`src/rtl/bba_pkg.sv`:
```
// Package for the bitmap block allocator: widths, map geometry, operation and
// register codes, and the controller/datapath command and status structs.
// No dependencies.
`timescale 1ns / 1ps

package bba_pkg;

   localparam int MAX_CONTROL_BYTES = 256;
   localparam int BLOCK_BYTES       = 16;

   localparam int FUNC_W   = 2;
   localparam int SIZE_W   = 16;
   localparam int ADDR_W   = 15;
   localparam int OFFSET_W = 15;
   localparam int FREE_W   = 15;
   localparam int CB_W     = 9;
   localparam int CSR_IDX_W = 1;
   localparam int CSR_DATA_W = CB_W;

   localparam int BLK_PER_ROW = 4;
   localparam int ENTRY_W     = 2;
   localparam int ROW_BITS    = BLK_PER_ROW * ENTRY_W;
   localparam int POS_W       = $clog2(BLK_PER_ROW);
   localparam int ROW_W       = $clog2(MAX_CONTROL_BYTES);
   localparam int ROWCNT_W    = $clog2(MAX_CONTROL_BYTES + 1);
   localparam int BLK_W       = ROW_W + POS_W;
   localparam int BLKCNT_W    = BLK_W + 1;
   localparam int BLOCK_SHIFT = $clog2(BLOCK_BYTES);
   localparam int NEED_W      = SIZE_W - BLOCK_SHIFT + 1;

   localparam logic [ENTRY_W-1:0] ENTRY_FREE = 2'b00;
   localparam logic [ENTRY_W-1:0] ENTRY_USED = 2'b01;
   localparam logic [ENTRY_W-1:0] ENTRY_END  = 2'b11;

   typedef enum logic [FUNC_W-1:0] {
      FUNC_ALLOC = 2'd0,
      FUNC_FREE  = 2'd1,
      FUNC_QUERY = 2'd2,
      FUNC_CLEAR = 2'd3
   } func_type;

   typedef enum logic [CSR_IDX_W-1:0] {
      CSR_ENABLED       = 1'd0,
      CSR_CONTROL_BYTES = 1'd1
   } csr_index_type;

   typedef struct packed {
      logic load;
      logic scan;
      logic mark_init;
      logic row_rd;
      logic mark_wr;
      logic free_wr;
      logic row_next;
      logic clear;
      logic finish;
      logic fin_ok;
   } cmd_type;

   typedef struct packed {
      logic     enabled;
      logic     need_zero;
      logic     free_in_range;
      logic     found;
      logic     scan_done;
      logic     mark_last;
      logic     free_done;
      func_type func;
   } status_type;

endpackage

```
`src/rtl/bba_ctrl.sv`:
```
// Controller for the bitmap block allocator: sequences scan, mark, free walk,
// clear and result hand-off. Depends on bba_pkg.
`timescale 1ns / 1ps

module bba_ctrl (
   input  logic                clock,
   input  logic                reset,
   input  logic                req_valid,
   output logic                req_ready,
   input  logic [bba_pkg::FUNC_W-1:0] req_func,
   output logic                rsp_valid,
   input  logic                rsp_ready,
   output bba_pkg::cmd_type    cmd,
   input  bba_pkg::status_type status
);
   import bba_pkg::*;

   typedef enum logic [2:0] {
      ST_IDLE,
      ST_SCAN,
      ST_MARK_RD,
      ST_MARK_WR,
      ST_FREE_RD,
      ST_FREE_WR,
      ST_FINISH
   } state_type;

   state_type state_ff, state_in;
   logic      ok_pend_ff, ok_pend_in;
   logic      rsp_valid_ff, rsp_valid_in;

   assign req_ready = (state_ff == ST_IDLE);
   assign rsp_valid = rsp_valid_ff;

   always_comb begin
      cmd        = '0;
      state_in   = state_ff;
      ok_pend_in = ok_pend_ff;
      case (state_ff)
         ST_IDLE: begin
            if (req_valid) begin
               cmd.load   = 1'b1;
               ok_pend_in = 1'b0;
               state_in   = ST_FINISH;
               if (status.enabled) begin
                  case (func_type'(req_func))
                     FUNC_ALLOC: begin
                        if (!status.need_zero) state_in = ST_SCAN;
                     end
                     FUNC_QUERY: state_in = ST_SCAN;
                     FUNC_FREE: begin
                        if (status.free_in_range) state_in = ST_FREE_RD;
                     end
                     FUNC_CLEAR: begin
                        cmd.clear  = 1'b1;
                        ok_pend_in = 1'b1;
                     end
                     default: state_in = ST_FINISH;
                  endcase
               end
            end
         end
         ST_SCAN: begin
            cmd.scan = 1'b1;
            if (status.found) begin
               cmd.mark_init = 1'b1;
               state_in      = ST_MARK_RD;
            end else if (status.scan_done) begin
               ok_pend_in = (status.func == FUNC_QUERY);
               state_in   = ST_FINISH;
            end
         end
         ST_MARK_RD: begin
            cmd.row_rd = 1'b1;
            state_in   = ST_MARK_WR;
         end
         ST_MARK_WR: begin
            cmd.mark_wr = 1'b1;
            if (status.mark_last) begin
               ok_pend_in = 1'b1;
               state_in   = ST_FINISH;
            end else begin
               cmd.row_next = 1'b1;
               state_in     = ST_MARK_RD;
            end
         end
         ST_FREE_RD: begin
            cmd.row_rd = 1'b1;
            state_in   = ST_FREE_WR;
         end
         ST_FREE_WR: begin
            cmd.free_wr = 1'b1;
            if (status.free_done) begin
               ok_pend_in = 1'b1;
               state_in   = ST_FINISH;
            end else begin
               cmd.row_next = 1'b1;
               state_in     = ST_FREE_RD;
            end
         end
         ST_FINISH: begin
            if (!rsp_valid_ff || rsp_ready) begin
               cmd.finish = 1'b1;
               cmd.fin_ok = ok_pend_ff;
               state_in   = ST_IDLE;
            end
         end
         default: state_in = ST_IDLE;
      endcase
   end

   always_comb begin
      if (cmd.finish) begin
         rsp_valid_in = 1'b1;
      end else if (rsp_ready) begin
         rsp_valid_in = 1'b0;
      end else begin
         rsp_valid_in = rsp_valid_ff;
      end
   end

   always_ff @(posedge clock) begin
      if (reset) begin
         state_ff     <= ST_IDLE;
         ok_pend_ff   <= 1'b0;
         rsp_valid_ff <= 1'b0;
      end else begin
         state_ff     <= state_in;
         ok_pend_ff   <= ok_pend_in;
         rsp_valid_ff <= rsp_valid_in;
      end
   end

endmodule

```
`src/rtl/bba_datapath.sv`:
```
// Datapath for the bitmap block allocator: configuration registers, block map
// memory with row valid bits, scan/mark/free row logic and result registers.
// Depends on bba_pkg.
`timescale 1ns / 1ps

module bba_datapath (
   input  logic                           clock,
   input  logic                           reset,
   input  bba_pkg::cmd_type               cmd,
   output bba_pkg::status_type            status,
   input  logic [bba_pkg::FUNC_W-1:0]     req_func,
   input  logic [bba_pkg::SIZE_W-1:0]     req_size_bytes,
   input  logic [bba_pkg::ADDR_W-1:0]     req_address,
   input  logic                           csr_we,
   input  logic [bba_pkg::CSR_IDX_W-1:0]  csr_index,
   input  logic [bba_pkg::CSR_DATA_W-1:0] csr_wdata,
   output logic                           rsp_ok,
   output logic [bba_pkg::OFFSET_W-1:0]   rsp_offset,
   output logic [bba_pkg::FREE_W-1:0]     rsp_free_bytes
);
   import bba_pkg::*;

   // configuration
   logic                enabled_ff;
   logic [CB_W-1:0]     ctl_bytes_ff;
   logic [ROWCNT_W-1:0] base;
   logic [BLKCNT_W-1:0] blocks;
   logic [ROW_W-1:0]    last_row;

   // map memory, one row per map byte
   logic [ROW_BITS-1:0] map_mem_ff [MAX_CONTROL_BYTES];
   logic                row_vld_ff [MAX_CONTROL_BYTES];
   logic [ROW_BITS-1:0] rd_data_ff;
   logic                rd_vld_ff;
   logic [ROW_BITS-1:0] row_data;
   logic                rd_en;
   logic [ROW_W-1:0]    rd_addr;
   logic                wr_en;
   logic [ROW_BITS-1:0] wr_data;

   // item and walk state
   func_type            func_ff;
   logic [NEED_W-1:0]   need_ff;
   logic [NEED_W-1:0]   need_in;
   logic [ROWCNT_W-1:0] iss_ff;
   logic                iss_go;
   logic                pv_ff;
   logic [ROW_W-1:0]    proc_row_ff;
   logic [BLKCNT_W-1:0] run_ff;
   logic [BLKCNT_W-1:0] cnt_ff;
   logic [ROW_W-1:0]    cur_row_ff;
   logic [POS_W-1:0]    pos_ff;
   logic [BLK_W-1:0]    start_blk_ff;
   logic [BLK_W-1:0]    end_blk_ff;
   logic [OFFSET_W-1:0] offset_ff;

   // free address decode
   logic [ADDR_W-1:0]   addr_diff;
   logic [BLKCNT_W-1:0] free_blk;

   // row logic
   logic [BLKCNT_W-1:0] run_v;
   logic [2:0]          free_cnt_v;
   logic                found_v;
   logic [POS_W-1:0]    pos_v;
   logic [BLK_W-1:0]    end_blk_v;
   logic [BLK_W-1:0]    start_blk_v;
   logic [ROW_BITS-1:0] mark_row;
   logic [ROW_BITS-1:0] free_row;
   logic                free_stop;

   // results
   logic                out_ok_ff;
   logic [OFFSET_W-1:0] out_offset_ff;
   logic [FREE_W-1:0]   out_free_ff;

   assign base     = (ctl_bytes_ff > CB_W'(MAX_CONTROL_BYTES)) ?
                     ROWCNT_W'(MAX_CONTROL_BYTES) : ctl_bytes_ff[ROWCNT_W-1:0];
   assign blocks   = {base, {POS_W{1'b0}}};
   assign last_row = ROW_W'(base - ROWCNT_W'(1));

   assign need_in   = NEED_W'(req_size_bytes >> BLOCK_SHIFT)
                    + NEED_W'(|req_size_bytes[BLOCK_SHIFT-1:0]);
   assign addr_diff = req_address - ADDR_W'(base);
   assign free_blk  = BLKCNT_W'(addr_diff >> BLOCK_SHIFT);

   assign iss_go  = cmd.scan && (iss_ff < base);
   assign rd_en   = iss_go || cmd.row_rd;
   assign rd_addr = cmd.row_rd ? cur_row_ff : iss_ff[ROW_W-1:0];
   assign wr_en   = cmd.mark_wr || cmd.free_wr;
   assign wr_data = cmd.mark_wr ? mark_row : free_row;

   assign row_data = rd_vld_ff ? rd_data_ff : '0;

   // first-fit run tracking and free count over one row
   always_comb begin
      run_v      = run_ff;
      free_cnt_v = '0;
      found_v    = 1'b0;
      pos_v      = '0;
      for (int j = 0; j < BLK_PER_ROW; j++) begin
         if (!row_data[j*ENTRY_W]) begin
            free_cnt_v = free_cnt_v + 3'd1;
            if (!found_v) begin
               run_v = run_v + BLKCNT_W'(1);
               if (NEED_W'(run_v) == need_ff) begin
                  found_v = 1'b1;
                  pos_v   = POS_W'(j);
               end
            end
         end else if (!found_v) begin
            run_v = '0;
         end
      end
   end

   assign end_blk_v   = {proc_row_ff, pos_v};
   assign start_blk_v = end_blk_v + BLK_W'(1) - BLK_W'(need_ff);

   // mark the run [start, end] in the current row
   always_comb begin
      logic [BLK_W-1:0] blk;
      mark_row = row_data;
      for (int j = 0; j < BLK_PER_ROW; j++) begin
         blk = {cur_row_ff, POS_W'(j)};
         if (blk == end_blk_ff) begin
            mark_row[j*ENTRY_W +: ENTRY_W] = ENTRY_END;
         end else if (blk >= start_blk_ff && blk < end_blk_ff) begin
            mark_row[j*ENTRY_W +: ENTRY_W] = row_data[j*ENTRY_W +: ENTRY_W] | ENTRY_USED;
         end
      end
   end

   // free walk over the current row
   always_comb begin
      logic [ENTRY_W-1:0] v;
      free_row  = row_data;
      free_stop = 1'b0;
      for (int j = 0; j < BLK_PER_ROW; j++) begin
         v = row_data[j*ENTRY_W +: ENTRY_W];
         if (POS_W'(j) >= pos_ff && !free_stop) begin
            if (v == ENTRY_FREE) begin
               free_stop = 1'b1;
            end else begin
               free_row[j*ENTRY_W +: ENTRY_W] = ENTRY_FREE;
               if (v == ENTRY_END) free_stop = 1'b1;
            end
         end
      end
   end

   always_comb begin
      status.enabled       = enabled_ff;
      status.need_zero     = (req_size_bytes == '0);
      status.free_in_range = (req_address >= ADDR_W'(base)) && (free_blk < blocks);
      status.found         = pv_ff && (func_ff == FUNC_ALLOC) && found_v;
      status.scan_done     = !pv_ff && (iss_ff >= base);
      status.mark_last     = (cur_row_ff == end_blk_ff[BLK_W-1:POS_W]);
      status.free_done     = free_stop || (cur_row_ff == last_row);
      status.func          = func_ff;
   end

   // control registers
   always_ff @(posedge clock) begin
      if (reset) begin
         enabled_ff   <= 1'b0;
         ctl_bytes_ff <= '0;
         iss_ff       <= '0;
         pv_ff        <= 1'b0;
         rd_vld_ff    <= 1'b0;
         for (int i = 0; i < MAX_CONTROL_BYTES; i++) row_vld_ff[i] <= 1'b0;
      end else begin
         if (csr_we) begin
            case (csr_index_type'(csr_index))
               CSR_ENABLED:       enabled_ff   <= csr_wdata[0];
               CSR_CONTROL_BYTES: ctl_bytes_ff <= csr_wdata[CB_W-1:0];
               default:           enabled_ff   <= enabled_ff;
            endcase
         end
         if (cmd.load) begin
            iss_ff <= '0;
            pv_ff  <= 1'b0;
         end else begin
            if (iss_go) iss_ff <= iss_ff + ROWCNT_W'(1);
            pv_ff <= iss_go;
         end
         if (rd_en) rd_vld_ff <= row_vld_ff[rd_addr];
         if (cmd.clear) begin
            for (int i = 0; i < MAX_CONTROL_BYTES; i++) row_vld_ff[i] <= 1'b0;
         end else if (wr_en) begin
            row_vld_ff[cur_row_ff] <= 1'b1;
         end
      end
   end

   // memory and payload registers
   always_ff @(posedge clock) begin
      if (rd_en) rd_data_ff <= map_mem_ff[rd_addr];
      if (wr_en) map_mem_ff[cur_row_ff] <= wr_data;

      if (cmd.load) begin
         func_ff    <= func_type'(req_func);
         need_ff    <= need_in;
         run_ff     <= '0;
         cnt_ff     <= '0;
         cur_row_ff <= free_blk[BLK_W-1:POS_W];
         pos_ff     <= free_blk[POS_W-1:0];
      end else begin
         if (cmd.scan && pv_ff) begin
            run_ff <= run_v;
            cnt_ff <= cnt_ff + BLKCNT_W'(free_cnt_v);
         end
         if (cmd.mark_init) begin
            start_blk_ff <= start_blk_v;
            end_blk_ff   <= end_blk_v;
            cur_row_ff   <= start_blk_v[BLK_W-1:POS_W];
            offset_ff    <= OFFSET_W'(base) + (OFFSET_W'(start_blk_v) << BLOCK_SHIFT);
         end else if (cmd.row_next) begin
            cur_row_ff <= cur_row_ff + ROW_W'(1);
            pos_ff     <= '0;
         end
      end
      if (iss_go) proc_row_ff <= iss_ff[ROW_W-1:0];

      if (cmd.finish) begin
         out_ok_ff     <= cmd.fin_ok;
         out_offset_ff <= (cmd.fin_ok && func_ff == FUNC_ALLOC) ? offset_ff : '0;
         out_free_ff   <= (cmd.fin_ok && func_ff == FUNC_QUERY) ?
                          (FREE_W'(cnt_ff) << BLOCK_SHIFT) : '0;
      end
   end

   assign rsp_ok         = out_ok_ff;
   assign rsp_offset     = out_offset_ff;
   assign rsp_free_bytes = out_free_ff;

endmodule

```
`src/rtl/bitmap_block_allocator_top.sv`:
```
// Top level of the bitmap block allocator: joins controller and datapath.
// Depends on bba_pkg, bba_ctrl and bba_datapath.
//
// First-fit allocator over a map of up to 1024 blocks of 16 bytes, stored
// as 256 map bytes of four 2-bit entries in a single-port row memory. Each
// item is handled alone; during a scan the map is read one row (four blocks)
// per cycle. A query, or an allocate that finds no room, scans control_bytes
// rows (control_bytes capped at 256); an allocate that finds room stops its
// scan at the row where the run ends and then reads and writes back each map
// row that the run touches. Free reads and writes back each row walked; clear
// and rejected items go straight to the result. A new item is taken as
// soon as the previous one has finished, even while its result still waits
// in the output register. Reset and clear empty the map at once through
// per-row valid bits; there is no clearing pass. Configuration is to be
// written only while the block is idle, which the block does not enforce.
`timescale 1ns / 1ps

module bitmap_block_allocator_top (
   input  logic                           clock,
   input  logic                           reset,
   input  logic                           req_valid,
   output logic                           req_ready,
   input  logic [bba_pkg::FUNC_W-1:0]     req_func,
   input  logic [bba_pkg::SIZE_W-1:0]     req_size_bytes,
   input  logic [bba_pkg::ADDR_W-1:0]     req_address,
   output logic                           rsp_valid,
   input  logic                           rsp_ready,
   output logic                           rsp_ok,
   output logic [bba_pkg::OFFSET_W-1:0]   rsp_offset,
   output logic [bba_pkg::FREE_W-1:0]     rsp_free_bytes,
   input  logic                           csr_we,
   input  logic [bba_pkg::CSR_IDX_W-1:0]  csr_index,
   input  logic [bba_pkg::CSR_DATA_W-1:0] csr_wdata
);
   import bba_pkg::*;

   cmd_type    cmd;
   status_type status;

   bba_ctrl u_ctrl (
      .clock     (clock),
      .reset     (reset),
      .req_valid (req_valid),
      .req_ready (req_ready),
      .req_func  (req_func),
      .rsp_valid (rsp_valid),
      .rsp_ready (rsp_ready),
      .cmd       (cmd),
      .status    (status)
   );

   bba_datapath u_datapath (
      .clock          (clock),
      .reset          (reset),
      .cmd            (cmd),
      .status         (status),
      .req_func       (req_func),
      .req_size_bytes (req_size_bytes),
      .req_address    (req_address),
      .csr_we         (csr_we),
      .csr_index      (csr_index),
      .csr_wdata      (csr_wdata),
      .rsp_ok         (rsp_ok),
      .rsp_offset     (rsp_offset),
      .rsp_free_bytes (rsp_free_bytes)
   );

`ifndef SYNTHESIS
   // a result is never written over one that has not been taken
   a_no_overwrite: assert property (@(posedge clock) disable iff (reset)
      cmd.finish |-> (!rsp_valid || rsp_ready))
      else $error("result overwritten before taken");

   // one item at a time
   a_one_item: assert property (@(posedge clock) disable iff (reset)
      (req_valid && req_ready) |=> !req_ready)
      else $error("item accepted while another is in progress");

   a_finish_shows: assert property (@(posedge clock) disable iff (reset)
      cmd.finish |=> rsp_valid)
      else $error("finished item not presented");

   // failed items carry zero payload
   a_fail_zero: assert property (@(posedge clock) disable iff (reset)
      (rsp_valid && !rsp_ok) |-> (rsp_offset == '0 && rsp_free_bytes == '0))
      else $error("failed item with nonzero payload");
`endif

endmodule
```
`config.mk`:
```
export PLATFORM = sky130hd
export DESIGN_NAME = bitmap_block_allocator_top
export DESIGN_NICKNAME = d
export VERILOG_FILES = /design/src/rtl/bba_pkg.sv /design/src/rtl/bba_ctrl.sv /design/src/rtl/bba_datapath.sv /design/src/rtl/bitmap_block_allocator_top.sv
export SDC_FILE = /design/constraint.sdc
export NUM_CORES = 2
export LEC_CHECK = 0
export BUFFER_PORTS_ARGS = -buffer_cell sky130_fd_sc_hd__buf_2
export CAP_MARGIN = 20
export CORE_MARGIN = 1
export CORE_UTILIZATION = 45
export CTS_BUF_LIST = sky130_fd_sc_hd__clkbuf_8
export DETAILED_ROUTE_END_ITERATION = 8
export PLACE_DENSITY_LB_ADDON = 0.05
export SLEW_MARGIN = 40
export SYNTH_ARGS = -nofsm -noshare
export SYNTH_HDL_FRONTEND = slang
export SYNTH_SLANG_ARGS = --single-unit
```
`constraint.sdc`:
```
create_clock -name clock -period 13.08 [get_ports clock]
set_input_delay 0 -clock clock [delete_from_list [all_inputs] [get_ports clock]]
set_output_delay 0 -clock clock [all_outputs]
set_load 0.05 [all_outputs]
```
==> key figures <==
Status
  – Status: finished clean

Timing
  – RSZ-0062 raised after global routing: false
  – Max Fclk: 90.1 MHz
  – Period utilisation layout: 0.849
  – Final hold violations: 0
  – Setup TNS Final: 0 ps
  – Final Skew: 77.1 ps
  – Final slew viol count: 0
  – # setup viols final: 0
  – Period minus WS final: 11,100 ps
  – Worst slew pin tran: 920 ps
  – Slew HR: 0.384

GRT
  – Antenna violations before repair: 6
  – Largest net degree at the start of global routing: 170
  – Vias in the first global route: 58,449
  – Congestion Overflow GR: 0
  – First-pass GRT wire length: 423,000 um
  – Global Route Usage Sum: 0.256

Layout
  – Commonest non-fill, non-tap cell in the layout: edfxtp_1
  – Final nets: 6,760
  – Final Cell Area: 116,000 um^2
  – Area growth, synth to finish: 14.2%
  – Most frequent cells in the layout: 2,151 x edfxtp_1, 576 x mux4_2, 566 x nor2_1
  – Share of cells above drive strength 1: 0.248
  – Filler Cells Inserted: 18,646

Clock network
  – CTS resizes: 0
  – Htree depth: 5
  – CTS tree: built
  – Root Driver: clkbuf_8
  – Setup bufs post-CTS: 0
  – Hold buffers post-CTS: 124
  – Clock transition at path regs: 60 ps
  – Max Buffers Root-to-Sink: 4
  – Clock Latency Late Sink: 1110 ps
  – Clock Sinks: 2,455
  – CTS Buf Count: 426

Critical path
  – CP dominant cell by count: a21oi_1
  – Critical Path Start: u_datapath.rd_vld_ff
  – Worst path max stage delay: 790 ps
  – Startpoint types: flip-flop
  – Worst Path Required: 13,930 ps
  – CP Class: reg2reg
  – Setup crit end kind: flip-flop
  – R2r worst-path depth: 40
  – WP data arrival: 11,950 ps
  – Worst setup path end: u_datapath.cur_row_ff[7]
  – Crit Reg-Reg Startpoint: u_datapath.rd_vld_ff
  – CP max FO: 20
  – Slowest cell on crit path: clkinv_1
  – Worst R2R Setup Slack: 1980 ps
  – Reg2Reg Capture Point: u_datapath.cur_row_ff[7]

Floorplanning
  – Die Wd: 476 um
  – Die height: 476 um
  – Core Region: 223,000 um^2
  – IO Pins: 81
  – FP Rows: 173
  – Initial Utilization: 0.454
  – Die area: 227,000 um^2

Placed design
  – Post-DP Area: 106,000 um^2
  – # port buffers: 76
  – Routability cong.: 0.844
  – DP HPWL: 176,000 um

Hold path
  – Worst hold-check path type: in2reg

Route
  – Total wire length: 292,000 um
  – Antenna Nets Post-Route: 0
  – DR WL/cell: 29.4 um
  – Residual DRC: 0
  – Drt via density: 5.84
  – Initial DRC Count: 5,334
  – First drt pass iteration count: 5
  – Via count: 58,125

Synth
  – Asr flop ratio synth: 0
  – Cell Area, Synth: 101,000 um^2
  – Main synth FF type: edfxtp_1
  – Synth cell types: 96
  – Flops & latches, synth: 2,455
  – Post-synth EDFFs: 2,151
  – Synth Area per Inst: 16.2 um^2
  – Seq/Total Area, Yosys: 0.698
  – YS warnings: 0
  – Cells after synthesis: 6,241

Flow run
  – Max-Cap Viols: 0

Power
  – IR Drop Worst-Case VDD: 0.000171 V
  – Leakage power: 39.1 nW
  – Power per standard cell area: 205 nW/um^2
synth_stat cells, drive strengths merged (7+ instances only):
master	instances	share of area
mux2	7	0.00078
nand4	34	0.0023
a211oi	205	0.015
o21ba	28	0.0028
a311oi	76	0.0066
nand2	431	0.016
or4	8	0.00059
nor2b	18	0.0011
ha	88	0.011
a22o	9	0.00078
dfxtp	304	0.060
nand3	80	0.0040
edfxtp	2151	0.64
mux2i	49	0.0048
or2	15	0.00093
clkbuf	279	0.010
inv	74	0.0027
nor2	826	0.031
a31oi	87	0.0054
buf	102	0.0045
nor4	13	0.00086
o21a	15	0.0011
a21o	16	0.0012
or3	15	0.00098
o21ai	52	0.0026
o211ai	11	0.00086
xnor2	77	0.0068
o21bai	11	0.00082
and3	30	0.0019
o31a	8	0.00069
nor3	53	0.0029
nand2b	14	0.00086
a21oi	152	0.0075
xor2	39	0.0034
mux4	576	0.13
nor3b	9	0.00067
and2	184	0.011
kinds of logic (layout without fill, tap and decap cells):
kind of cell    count (synthesis)  after routing  share of synthesized area
flops                        2455           2455                      0.698
simple gates                 1748           1748                     0.0768
compound gates                734            734                     0.0514
mux                           632            632                      0.134
buf+inv                       459           1185                     0.0177
xor+xnor                      121            121                     0.0114
fa+ha+maj                      91             91                     0.0115
other cells                     1              5                  0.0000370
registers in the layout, summed over array words and instances, names as in the netlist, 3 cells and up:
signal                     flops
u_datapath.rd_data_ff          8
u_datapath.rsp_free_bytes     11
u_datapath.run_ff             11
u_datapath.iss_ff              9
u_datapath.cnt_ff             11
u_datapath.row_vld_ff        256
u_datapath.start_blk_ff       10
u_datapath.need_ff            13
u_datapath.offset_ff          15
u_datapath.ctl_bytes_ff        9
u_datapath.map_mem_ff       2048
u_datapath.proc_row_ff         8
u_datapath.rsp_offset         15
u_ctrl.state_ff                3
u_datapath.end_blk_ff         10
u_datapath.cur_row_ff          8
critical path: cells and delay by family, from the launching register on:
family	cells	cell delay [ps]
buf+inv	7	1990
fa+ha+maj	4	1170
simple gates	11	3240
xor+xnor	2	410
compound gates	16	3510
flops	1	500
layout make-up:
| cell class | count | area, um^2 | share of cell area |
|---|---|---|---|
| Tap cell | 2975 | 3720 | 0.0322 |
| Clock inverter | 296 | 1350 | 0.0117 |
| Inverter | 78 | 293 | 0.00253 |
| Multi-Input combinational cell | 3330 | 30000 | 0.259 |
| Clock buffer | 481 | 6620 | 0.0572 |
| Sequential cell | 2455 | 70700 | 0.611 |
| Timing Repair Buffer | 330 | 3010 | 0.0260 |
| Antenna cell | 1 | 2.50 | 0.0000216 |
metrics by stage:
step	instances	hold slack, ps	setup WS (ps)	power, W	utilization
global route	9946	113	1190	0.0246	0.519
finish	9946	107	1980	0.0237	0.519
detailed placement	9039	252	2530	0.0173	0.477
global placement	9028	252	2510	0.0171	0.472
CTS	9940	7.09	1970	0.0239	0.518
floorplan	6244	98.9	2880	0.0143	-
where the power goes:
| part | leakage [nW] | total, W | internal (W) | switching (W) |
|---|---|---|---|---|
| logic | 11.8 | 0.00789 | 0.00281 | 0.00508 |
| registers | 22.6 | 0.00919 | 0.00908 | 0.000110 |
| clock network | 4.74 | 0.00658 | 0.00345 | 0.00313 |
| total | 39.1 | 0.0237 | 0.0153 | 0.00833 |
how the worst min path moves through the flow:
stage	start	end	slack [ps]	cells after the start
after floorplan	req_func[0]	u_datapath.func_ff[0]	100	0
after detailed placement	csr_wdata[0]	u_datapath.enabled_ff	250	3
after CTS	csr_index	u_datapath.ctl_bytes_ff[4]	7	5
after global placement	csr_wdata[0]	u_datapath.enabled_ff	250	3
final	req_address[4]	u_datapath.pos_ff[1]	110	5
after global routing	req_valid	u_ctrl.ok_pend_ff	110	8
per-layer routing:
layer	global-route usage	up-vias	wire [um]
li1	-	25200	-
met1	0.371	30537	130000
met2	0.397	1969	137000
met3	0.0433	417	18100
met4	0.0748	2	7500
met5	0	-	9
(Power assumes the default switching activity.)
